File: src/hw/rtl/ffha_pkg.sv
package ffha_pkg;

  localparam int HEAP_SIZE_DEF   = 512;
  localparam int HEADER_SIZE_DEF = 12;
  localparam int OFF_W           = 9;

  localparam logic OPC_ALLOC = 1'b0;
  localparam logic OPC_FREE  = 1'b1;

  localparam logic ST_DONE  = 1'b0;
  localparam logic ST_NOFIT = 1'b1;

  typedef enum logic [4:0] {
    CMD_NONE,
    CMD_INIT,
    CMD_LOAD_ALLOC,
    CMD_LOAD_FREE,
    CMD_RD_LOC,
    CMD_NEXT,
    CMD_NOFIT,
    CMD_TAKE,
    CMD_SPLIT,
    CMD_WR_TAIL,
    CMD_RD_AUX,
    CMD_WR_AUX,
    CMD_FREE_MARK,
    CMD_RD_PREV,
    CMD_MERGE_PREV,
    CMD_RD_NXT,
    CMD_MERGE_NXT,
    CMD_WR_LINK,
    CMD_POST
  } cmd_t;

  typedef struct packed {
    logic loc_in;
    logic fit_exact;
    logic fit_split;
    logic aux_in;
    logic prev_ok;
    logic rd_free;
    logic nxt_in;
  } dp_stat_t;

endpackage

File: src/hw/rtl/ffha_ctrl.sv
module ffha_ctrl
  import ffha_pkg::*;
(
  input  logic     clk,
  input  logic     rst,
  input  logic     in_valid,
  output logic     in_stall,
  input  logic     opcode,
  output logic     out_valid,
  input  logic     out_stall,
  input  dp_stat_t stat,
  output cmd_t     cmd
);

  typedef enum logic [3:0] {
    S_INIT,
    S_IDLE,
    S_A_RD,
    S_A_EVAL,
    S_A_TAIL,
    S_A_RDAFT,
    S_A_WRAFT,
    S_F_RD,
    S_F_MARK,
    S_F_CHKPREV,
    S_F_PREV,
    S_F_CHKNXT,
    S_F_NXT,
    S_F_CHKLINK,
    S_F_LINK,
    S_POST
  } state_t;

  state_t state;
  state_t state_next;
  logic   post;

  assign in_stall = (state != S_IDLE);

  always_comb begin
    cmd        = CMD_NONE;
    state_next = state;
    post       = 1'b0;
    case (state)
      S_INIT: begin
        cmd        = CMD_INIT;
        state_next = S_IDLE;
      end
      S_IDLE: begin
        if (in_valid) begin
          if (opcode == OPC_FREE) begin
            cmd        = CMD_LOAD_FREE;
            state_next = S_F_RD;
          end else begin
            cmd        = CMD_LOAD_ALLOC;
            state_next = S_A_RD;
          end
        end
      end
      S_A_RD: begin
        if (stat.loc_in) begin
          cmd        = CMD_RD_LOC;
          state_next = S_A_EVAL;
        end else begin
          cmd        = CMD_NOFIT;
          state_next = S_POST;
        end
      end
      S_A_EVAL: begin
        if (stat.fit_exact) begin
          cmd        = CMD_TAKE;
          state_next = S_POST;
        end else if (stat.fit_split) begin
          cmd        = CMD_SPLIT;
          state_next = S_A_TAIL;
        end else begin
          cmd        = CMD_NEXT;
          state_next = S_A_RD;
        end
      end
      S_A_TAIL: begin
        cmd        = CMD_WR_TAIL;
        state_next = stat.aux_in ? S_A_RDAFT : S_POST;
      end
      S_A_RDAFT: begin
        cmd        = CMD_RD_AUX;
        state_next = S_A_WRAFT;
      end
      S_A_WRAFT: begin
        cmd        = CMD_WR_AUX;
        state_next = S_POST;
      end
      S_F_RD: begin
        if (stat.loc_in) begin
          cmd        = CMD_RD_LOC;
          state_next = S_F_MARK;
        end else begin
          state_next = S_POST;
        end
      end
      S_F_MARK: begin
        cmd        = CMD_FREE_MARK;
        state_next = S_F_CHKPREV;
      end
      S_F_CHKPREV: begin
        if (stat.prev_ok) begin
          cmd        = CMD_RD_PREV;
          state_next = S_F_PREV;
        end else begin
          state_next = S_F_CHKNXT;
        end
      end
      S_F_PREV: begin
        if (stat.rd_free) begin
          cmd = CMD_MERGE_PREV;
        end
        state_next = S_F_CHKNXT;
      end
      S_F_CHKNXT: begin
        if (stat.nxt_in) begin
          cmd        = CMD_RD_NXT;
          state_next = S_F_NXT;
        end else begin
          state_next = S_POST;
        end
      end
      S_F_NXT: begin
        if (stat.rd_free) begin
          cmd = CMD_MERGE_NXT;
        end
        state_next = S_F_CHKLINK;
      end
      S_F_CHKLINK: begin
        if (stat.nxt_in) begin
          cmd        = CMD_RD_NXT;
          state_next = S_F_LINK;
        end else begin
          state_next = S_POST;
        end
      end
      S_F_LINK: begin
        cmd        = CMD_WR_LINK;
        state_next = S_POST;
      end
      S_POST: begin
        if (!out_valid || !out_stall) begin
          cmd        = CMD_POST;
          post       = 1'b1;
          state_next = S_IDLE;
        end
      end
      default: begin
        state_next = S_IDLE;
      end
    endcase
  end

  always_ff @(posedge clk) begin
    if (rst) begin
      state     <= S_INIT;
      out_valid <= 1'b0;
    end else begin
      state <= state_next;
      if (post) begin
        out_valid <= 1'b1;
      end else if (!out_stall) begin
        out_valid <= 1'b0;
      end
    end
  end

endmodule

File: config.mk
export PLATFORM = sky130hd
export DESIGN_NAME = ffha_ctrl
export DESIGN_NICKNAME = d
export VERILOG_FILES = /design/src/hw/rtl/ffha_pkg.sv /design/src/hw/rtl/ffha_ctrl.sv
export SDC_FILE = /design/constraint.sdc
export NUM_CORES = 1
export LEC_CHECK = 0
export BUFFER_PORTS_ARGS = -buffer_cell sky130_fd_sc_hd__buf_2
export CAP_MARGIN = 10
export CORE_MARGIN = 2
export CORE_UTILIZATION = 36
export DETAILED_ROUTE_END_ITERATION = 10
export HOLD_SLACK_MARGIN = 0.03
export PLACE_DENSITY = 0.73
export SETUP_SLACK_MARGIN = 0.15
export SLEW_MARGIN = 20
export SYNTH_ARGS = -nofsm -noshare
export SYNTH_HDL_FRONTEND = slang
export SYNTH_SLANG_ARGS = --single-unit
File: constraint.sdc
create_clock -name clk -period 1.1 [get_ports clk]
set_input_delay 0.165 -clock clk [delete_from_list [all_inputs] [get_ports clk]]
set_output_delay 0.165 -clock clk [all_outputs]
set_load 0.02 [all_outputs]
==> results.ini, run 1 <==
[sta]
post-route-period-util = 1.55
setup_viol = 11
hold_viol_final = 0
max_freq_mhz = 587
setup_slack_ns = -0.604
drv_slew = 0
rsz0062_at_grt = yes
tightest_slew_ns = 0.293
skew_ns = 0.000919
holdWs_ns = 0.141
slew_headroom = 0.804
finalSetupTns_ns = -4.17
fin_crit_ns = 1.70

[routing]
drc = 0
via_per_inst = 5.72
ant_nets = 0
num_vias = 944
first_pass_iters = 4
drt_iter0_markers = 56
wl_per_cell_um = 15.0
finalWirelength_mm = 2.48

[global_route]
antenna_found_initial = 0
grt.overflow.total = 0
grt_usage = 0.238
grt_pass1_wl_mm = 3.75
grt_pass1_vias = 865
grt_max_degree = 14

[setup_path]
crit_type = flop to output pin
max_stage_delay_ns = 0.38
critPathTopFamily = flip-flops
arrival_ns = 1.54
r2r_slack_ns = -0.28
end_kind = output pin
crit_top_cell = buf_4
crit_chain = buf_4 > nor2_2 > nor3_1 > o21ai_0 > nand4_1 > buf_4
startpoint_type = flop
cp.required_ns = 0.94
crit_slowest_cell = dfxtp_4
crit_fanout = 8
cp.buffers_inverters = 2

[power_and_ir_drop]
share_seq_of_total_power = 0.170
irDropWorstVdd_uv = 817
p_int_uw = 915
power_density_nw_per_um2 = 1390
switchingPower_uw = 689
p_leak_nw = 0.523
finalPower_mw = 1.60
switching_share = 0.430
combPwrFrac = 0.692
clock_power_share = 0.138

[clocking]
clk_pin_slew_ns = 0.05
cts_tree = yes
clock_sinks = 5
clk_latency_ns = 0.25
htree_levels = 1
cts-root-buf = clkbuf_4
numCtsBuffers = 3
hold_buffers = 0
cts.path.max_buffers = 2

[outcome]
violations = setup timing
status = finished with violations

[synth]
ys_ff_latch = 5
synth_area_um2 = 664
yosys_warnings = 0
syn_inst = 95
netlist-cell-type-count = 36
synth_top_family_by_area = compound AO/OA/AOI/OAI gates
synth_compound_area_frac = 0.382
yosys.area_share.simple = 0.294
async_flop_share = 0
postSynthNetCount = 107
synth-edff-count = 0
synthXorXnorAreaFrac = 0.0132
synth_adder_area_share = 0
yosysSeqAreaShare = 0.151
synth.area.mux_share = 0.0301
syn_avg_cell_area_um2 = 6.99
synth_flop_cell = dfxtp_1

[finish]
final_area_um2 = 1160
final_common_cell = buf_4
area_delta_synth_final_pct = 74.0
final-instance-count-excl-fill = 165
diodes = 0
nNetsFinal = 153
final_cell_mix = buf_4, buf_2, nand2_1
drive_gt1_frac = 0.550
utilization = 0.670

[placement]
place.gp.congestion = 0.862
dpl_worst_slack_ns = -0.307
io_buffers = 18
place_area_um2 = 971
placed_cells = 156
hpwl_mm = 1.66

[floorplan]
dieWidth_um = 47.0
fp-row-count = 15
die_height_um = 47.0
start_util = 0.385
ios = 19
core_area_um2 = 1730
die_area_um2 = 2210

[worst_hold_path]
worstHoldPathType = primary input to flop

[flow_run]
cap_violations = 0

==> final cells by class <==
| class | count | area [um2] |
|---|---|---|
| Tap cell | 25 | 31.3 |
| Clock buffer | 4 | 26.3 |
| Sequential cell | 5 | 113 |
| Multi-Input combinational cell | 77 | 566 |
| Timing Repair Buffer | 50 | 403 |
| Fill cell | 129 | 571 |
| Inverter | 4 | 17.5 |
==> registers in the layout (all words and copies together), names as in the netlist <==
signal	count
state	4
out_valid	1
==> repair_timing <==
| item | in CTS | in global routing |
|---|---|---|
| buffers inserted | 3 | 1 |
| gates resized for setup | 22 | 6 |
| gates cloned | 1 | 0 |
| endpoints found under the setup margin | 11 | 11 |
| pin swaps | 7 | 5 |
==> routing by layer <==
metal	vias up	GRT usage	routed length, um
li1	450	-	-
met1	439	0.285	1050
met2	51	0.411	1240
met3	4	0.0577	159
met4	0	0.0833	30
met5	-	0	0
==> cells by family after synthesis <==
logic type,count (synthesis)
buf+inv,13
mux,2
simple gates,38
compound gates,36
xor+xnor,1
flops,5
==> power by group through the flow <==
| stage | registers, mW | clock network, mW | logic [mW] |
|---|---|---|---|
| final | 0.273 | 0.221 | 1.11 |
| after global routing | 0.275 | 0.248 | 1.18 |
| after CTS | 0.267 | 0.229 | 1.05 |
| after detailed placement | 0.258 | 0 | 0.890 |
| after global placement | 0.256 | 0 | 0.861 |
| after floorplan | 0.224 | 0 | 0.647 |
==> Yosys cell counts, drive strengths merged (2+ instances only) <==
library cell	count	area, um2
inv	4	15.0
nand3	3	15.0
a211oi	2	15.0
o21ai	10	50.0
a31oi	3	18.8
a22o	3	26.3
nand4	2	12.5
nor3	4	25.0
buf	9	71.3
nand2	8	30.0
a221oi	3	26.3
a311oi	2	17.5
dfxtp	5	100
nor3b	2	15.0
nor2b	3	18.8
nand2b	3	18.8
mux2i	2	20.0
a21oi	5	25.0
nor2	10	37.5
==> final timing paths <==
kind / to / cells past startpoint / start
max: cmd[1] / 6 / state[2]$_SDFFE_PP0P_
min: state[3]$_SDFFE_PP0P_ / 2 / rst
min reg2reg: state[3]$_SDFFE_PP0P_ / 2 / out_valid$_SDFFE_PP0P_
max reg2reg: state[1]$_SDFFE_PP0P_ / 5 / state[1]$_SDFFE_PP0P_
Note: power is estimated with default switching activity, not from simulation.
==> inputs of run 2 (changes only) <==
BUFFER_PORTS_ARGS = -buffer_cell sky130_fd_sc_hd__clkbuf_2   (was -buffer_cell sky130_fd_sc_hd__buf_2)
MAX_ROUTING_LAYER = met4   (was not set)
==> run 2 against run 1 <==
  * The flow still finishes with violations (setup timing)
  * Sequential power is 1% higher
  * Global-route usage is 4.1 points higher
  * Power is 18% higher
  * Critical endpoint is now cmd[0]
  * Largest cell class unchanged
  * Largest power group unchanged
==> results.ini, run 2 (synthesized netlist as in run 1, its figures left out) <==
[outcome]
status = finished with violations
violations = setup timing

[clocking]
hold_buffers = 0
cts_tree = yes
clk_pin_slew_ns = 0.05
numCtsBuffers = 3
cts-root-buf = clkbuf_4
clock_sinks = 5
htree_levels = 1
clk_latency_ns = 0.25
cts.path.max_buffers = 2

[setup_path]
crit_end = cmd[0]
crit_chain = buf_6 > nor2b_1 > a22o_1 > a221oi_2 > nor2_2 > clkbuf_2
crit_fanout = 4
cp.buffers_inverters = 2
crit_slowest_cell = dfxtp_4
cp.required_ns = 0.94
path_depth = 6
crit_start = state[1]$_SDFFE_PP0P_
rr_worst_depth = 6
crit_type = flop to output pin
max_stage_delay_ns = 0.39
r2r_end = state[0]$_SDFFE_PP0P_
end_kind = output pin
arrival_ns = 1.52
critPathTopFamily = compound AO/OA/AOI/OAI gates
r2r_slack_ns = -0.35
startpoint_type = flop
r2r_start = state[2]$_SDFFE_PP0P_

[worst_hold_path]
worstHoldPathType = primary input to flop

[floorplan]
ios = 19
dieWidth_um = 47.0
start_util = 0.385
die_height_um = 47.0
core_area_um2 = 1730
die_area_um2 = 2210
fp-row-count = 15

[finish]
largest_register_ffs = 4
nNetsFinal = 165
utilization = 0.759
area_delta_synth_final_pct = 97.4
final_area_um2 = 1310
drive_gt1_frac = 0.645
final-instance-count-excl-fill = 177
largest-register = state
reg_top3 = state x4, out_valid x1
final_cell_mix = buf_4, clkbuf_2, buf_6
final_common_cell = buf_4
diodes = 0

[power_and_ir_drop]
finalPower_mw = 1.89
power_density_nw_per_um2 = 1440
irDropWorstVdd_uv = 888
p_leak_nw = 0.606

[routing]
first_pass_iters = 5
finalWirelength_mm = 3.24
wl_per_cell_um = 18.3
drc = 0
via_per_inst = 6.14
ant_nets = 0
drt_iter0_markers = 57
num_vias = 1086

[sta]
rsz0062_at_grt = yes
hold_viol_final = 0
drv_slew = 0
max_freq_mhz = 593
finalSetupTns_ns = -4.08
slew_headroom = 0.788
holdWs_ns = 0.201
setup_slack_ns = -0.587
post-route-period-util = 1.53
setup_viol = 10
skew_ns = 0.00610
fin_crit_ns = 1.69
tightest_slew_ns = 0.316

[global_route]
grt.overflow.total = 0
grt_pass1_vias = 920
grt_pass1_wl_mm = 4.20
grt_max_degree = 14
antenna_found_initial = 0
grt_usage = 0.278

[placement]
place_area_um2 = 988
dpl_worst_slack_ns = -0.334
placed_cells = 160
place.gp.congestion = 0.927
io_buffers = 18
hpwl_mm = 1.72

[flow_run]
cap_violations = 0

[run 2: worst min-delay path by stage]
| stage | from | slack (ns) | to | depth (start not counted) |
|---|---|---|---|---|
| 3_5_place_dp | rst | 0.41 | out_valid$_SDFFE_PP0P_ | 2 |
| 2_1_floorplan | rst | 0.23 | out_valid$_SDFFE_PP0P_ | 1 |
| 3_3_place_gp | rst | 0.41 | out_valid$_SDFFE_PP0P_ | 2 |
| 5_1_grt | rst | 0.20 | out_valid$_SDFFE_PP0P_ | 2 |
| 6_report | rst | 0.20 | out_valid$_SDFFE_PP0P_ | 2 |
| 4_1_cts | rst | 0.18 | state[0]$_SDFFE_PP0P_ | 2 |
[run 2: report_power, final]
part           internal (mW)  switching, mW  leakage, nW
combinational          0.713          0.671        0.547
sequential             0.215         0.0619       0.0436
clock                  0.138         0.0876       0.0150
[run 2: repair_timing]
action / 4_1_cts / 5_1_grt
setup buffers: 5 / 8
setup endpoints to repair: 11 / 12
resized for setup: 24 / 33
pin swaps: 6 / 11
gates cloned: 0 / 0
[run 2: layout make-up]
cell class,count,area [um2]
multi-input cells,77,604
repair buffers,62,517
fillers,111,415
flip-flops and latches,5,115
well taps,25,31.3
clock buffers,4,26.3
inverters,4,17.5
[run 2: per-layer routing]
layer | vias up | part of all wire | routed length, um | GRT usage
li1 | 478 | - | - | -
met1 | 490 | 0.39 | 1250 | 0.336
met2 | 96 | 0.46 | 1490 | 0.452
met3 | 22 | 0.093 | 302 | 0.0385
met4 | 0 | 0.060 | 194 | 0.133
met5 | - | 0 | 0 | -
==> inputs of run 3 (changes only) <==
==> constraint.sdc (replaced) <==
create_clock -name clk -period 1.1 [get_ports clk]
set_input_delay 0.11 -clock clk [delete_from_list [all_inputs] [get_ports clk]]
set_output_delay 0.11 -clock clk [all_outputs]
set_load 0.02 [all_outputs]
==> run 3 against run 2 <==
  * The flow still finishes with violations (setup timing)
  * Hold slack worse by 0.091 ns
  * Global-route usage increased by 0.46 points
  * Die area did not move
  * Combinational power about the same
  * Final cell count fell by 2.3%
  * Sequential power shrank 2%
  * Critical endpoint is now cmd[1]
  * Largest cell class unchanged
  * Highest routed layer unchanged
==> results.ini, run 3 (synthesized netlist as in run 1, its figures left out) <==
[sta]
fin_crit_ns = 1.74
hold_viol_final = 0
setup_viol = 11
post-route-period-util = 1.58
tightest_slew_ns = 0.310
rsz0062_at_grt = yes
setup_slack_ns = -0.642
slew_headroom = 0.792
finalSetupTns_ns = -4.13
skew_ns = 0.0115
drv_slew = 0
max_freq_mhz = 574

[clocking]
cts-root-buf = clkbuf_4
clock_sinks = 5
clk_latency_ns = 0.25
hold_buffers = 0
htree_levels = 1
clk_pin_slew_ns = 0.06
cts.path.max_buffers = 2
numCtsBuffers = 3
cts_tree = yes

[floorplan]
dieWidth_um = 47.0
ios = 19
die_height_um = 47.0
core_area_um2 = 1730
start_util = 0.385
die_area_um2 = 2210
fp-row-count = 15

[flow_run]
cap_violations = 0

[placement]
dpl_worst_slack_ns = -0.274
place_area_um2 = 1000
hpwl_mm = 1.76
place.gp.congestion = 0.928
io_buffers = 18

[global_route]
antenna_found_initial = 0
grt.overflow.total = 0
grt_max_degree = 13
grt_pass1_vias = 955
grt_pass1_wl_mm = 4.24
grt_usage = 0.283

[routing]
routed.top_layer = met4
first_pass_iters = 4
wl_per_cell_um = 19.3
drc = 0
ant_nets = 0
via_per_inst = 5.79
dr_wl_met3_um = 146
met2_wirelength_mm = 1.67
drt-met1-wl_mm = 1.46
finalWirelength_mm = 3.34
drt_iter0_markers = 41
num_vias = 1001

[power_and_ir_drop]
power_density_nw_per_um2 = 1400
irDropWorstVdd_uv = 783
finalPower_mw = 1.92
p_leak_nw = 0.604

[setup_path]
arrival_ns = 1.63
crit_fanout = 6
crit_type = flop to output pin
end_kind = output pin
cp.required_ns = 0.99
startpoint_type = flop

[finish]
reg_top3 = state x4, out_valid x1
final_area_um2 = 1370
final_common_cell = buf_4
largest-register = state
fillCellCount = 100
final_cell_mix = buf_4, clkbuf_2, buf_6
drive_gt1_frac = 0.642
nNetsFinal = 161
area_delta_synth_final_pct = 106
utilization = 0.794
regArea_um2 = 116
largest_register_ffs = 4
diodes = 0
multi_input_area_um2 = 631

[worst_hold_path]
worstHoldPathType = primary input to flop

[outcome]
violations = setup timing
status = finished with violations

[run 3: changes by cell type in the layout (fill, tap and decap cells not counted), sizes merged]
cell    before  now
buf         48   42
clkbuf      18   20
[run 3: stage by stage]
| stage | hold WS (ns) | cells |
|---|---|---|
| finish | 0.111 | 173 |
| global route | 0.121 | 173 |
| CTS | 0.0916 | 164 |
| floorplan | 0.179 | 95 |
| detailed placement | 0.357 | 156 |
| global placement | 0.352 | 156 |
[run 3: layer usage]
metal  GRT usage  vias up
met5           -        -
met1       0.299      486
li1            -      466
met2       0.479       43
met4       0.144        0
met3      0.0769        6
[run 3: worst max-delay path, cell delays in order, from the launching register on]
cell,delay (ns)
dfxtp_4,0.36
buf_12,0.14
buf_4,0.15
nor3_1,0.25
o21ai_0,0.19
nand4_1,0.14
clkbuf_8,0.15
[run 3: path summary, 6_finish.rpt]
check                              start  depth (start not counted)                      to  slack, ns
setup reg to reg   state[1]$_SDFFE_PP0P_                          6   state[1]$_SDFFE_PP0P_      -0.34
setup / recovery   state[1]$_SDFFE_PP0P_                          6                  cmd[1]      -0.64
hold reg to reg   out_valid$_SDFFE_PP0P_                          2  out_valid$_SDFFE_PP0P_       0.63
hold / removal                       rst                          2  out_valid$_SDFFE_PP0P_       0.11
[run 3: cell type report]
cell class	instances	area share
tap	25	0.0228
clock buffer	4	0.0192
sequential	5	0.0849
inverter	4	0.0128
timing repair buffer	58	0.401
multi-input combinational	77	0.460
[run 3: what timing repair did]
item / CTS / global route
pin swaps: 10 / 12
cloned: 1 / 1
buffers inserted: 3 / 8
resized for setup: 26 / 32
endpoints found under the setup margin: 12 / 12
endpoints found under the hold margin: 0 / 0
[run 3: report_power, final]
group          switching, mW  leakage (nW)  internal (mW)
clock                 0.0956        0.0150          0.139
sequential            0.0564        0.0441          0.214
combinational          0.679         0.544          0.734
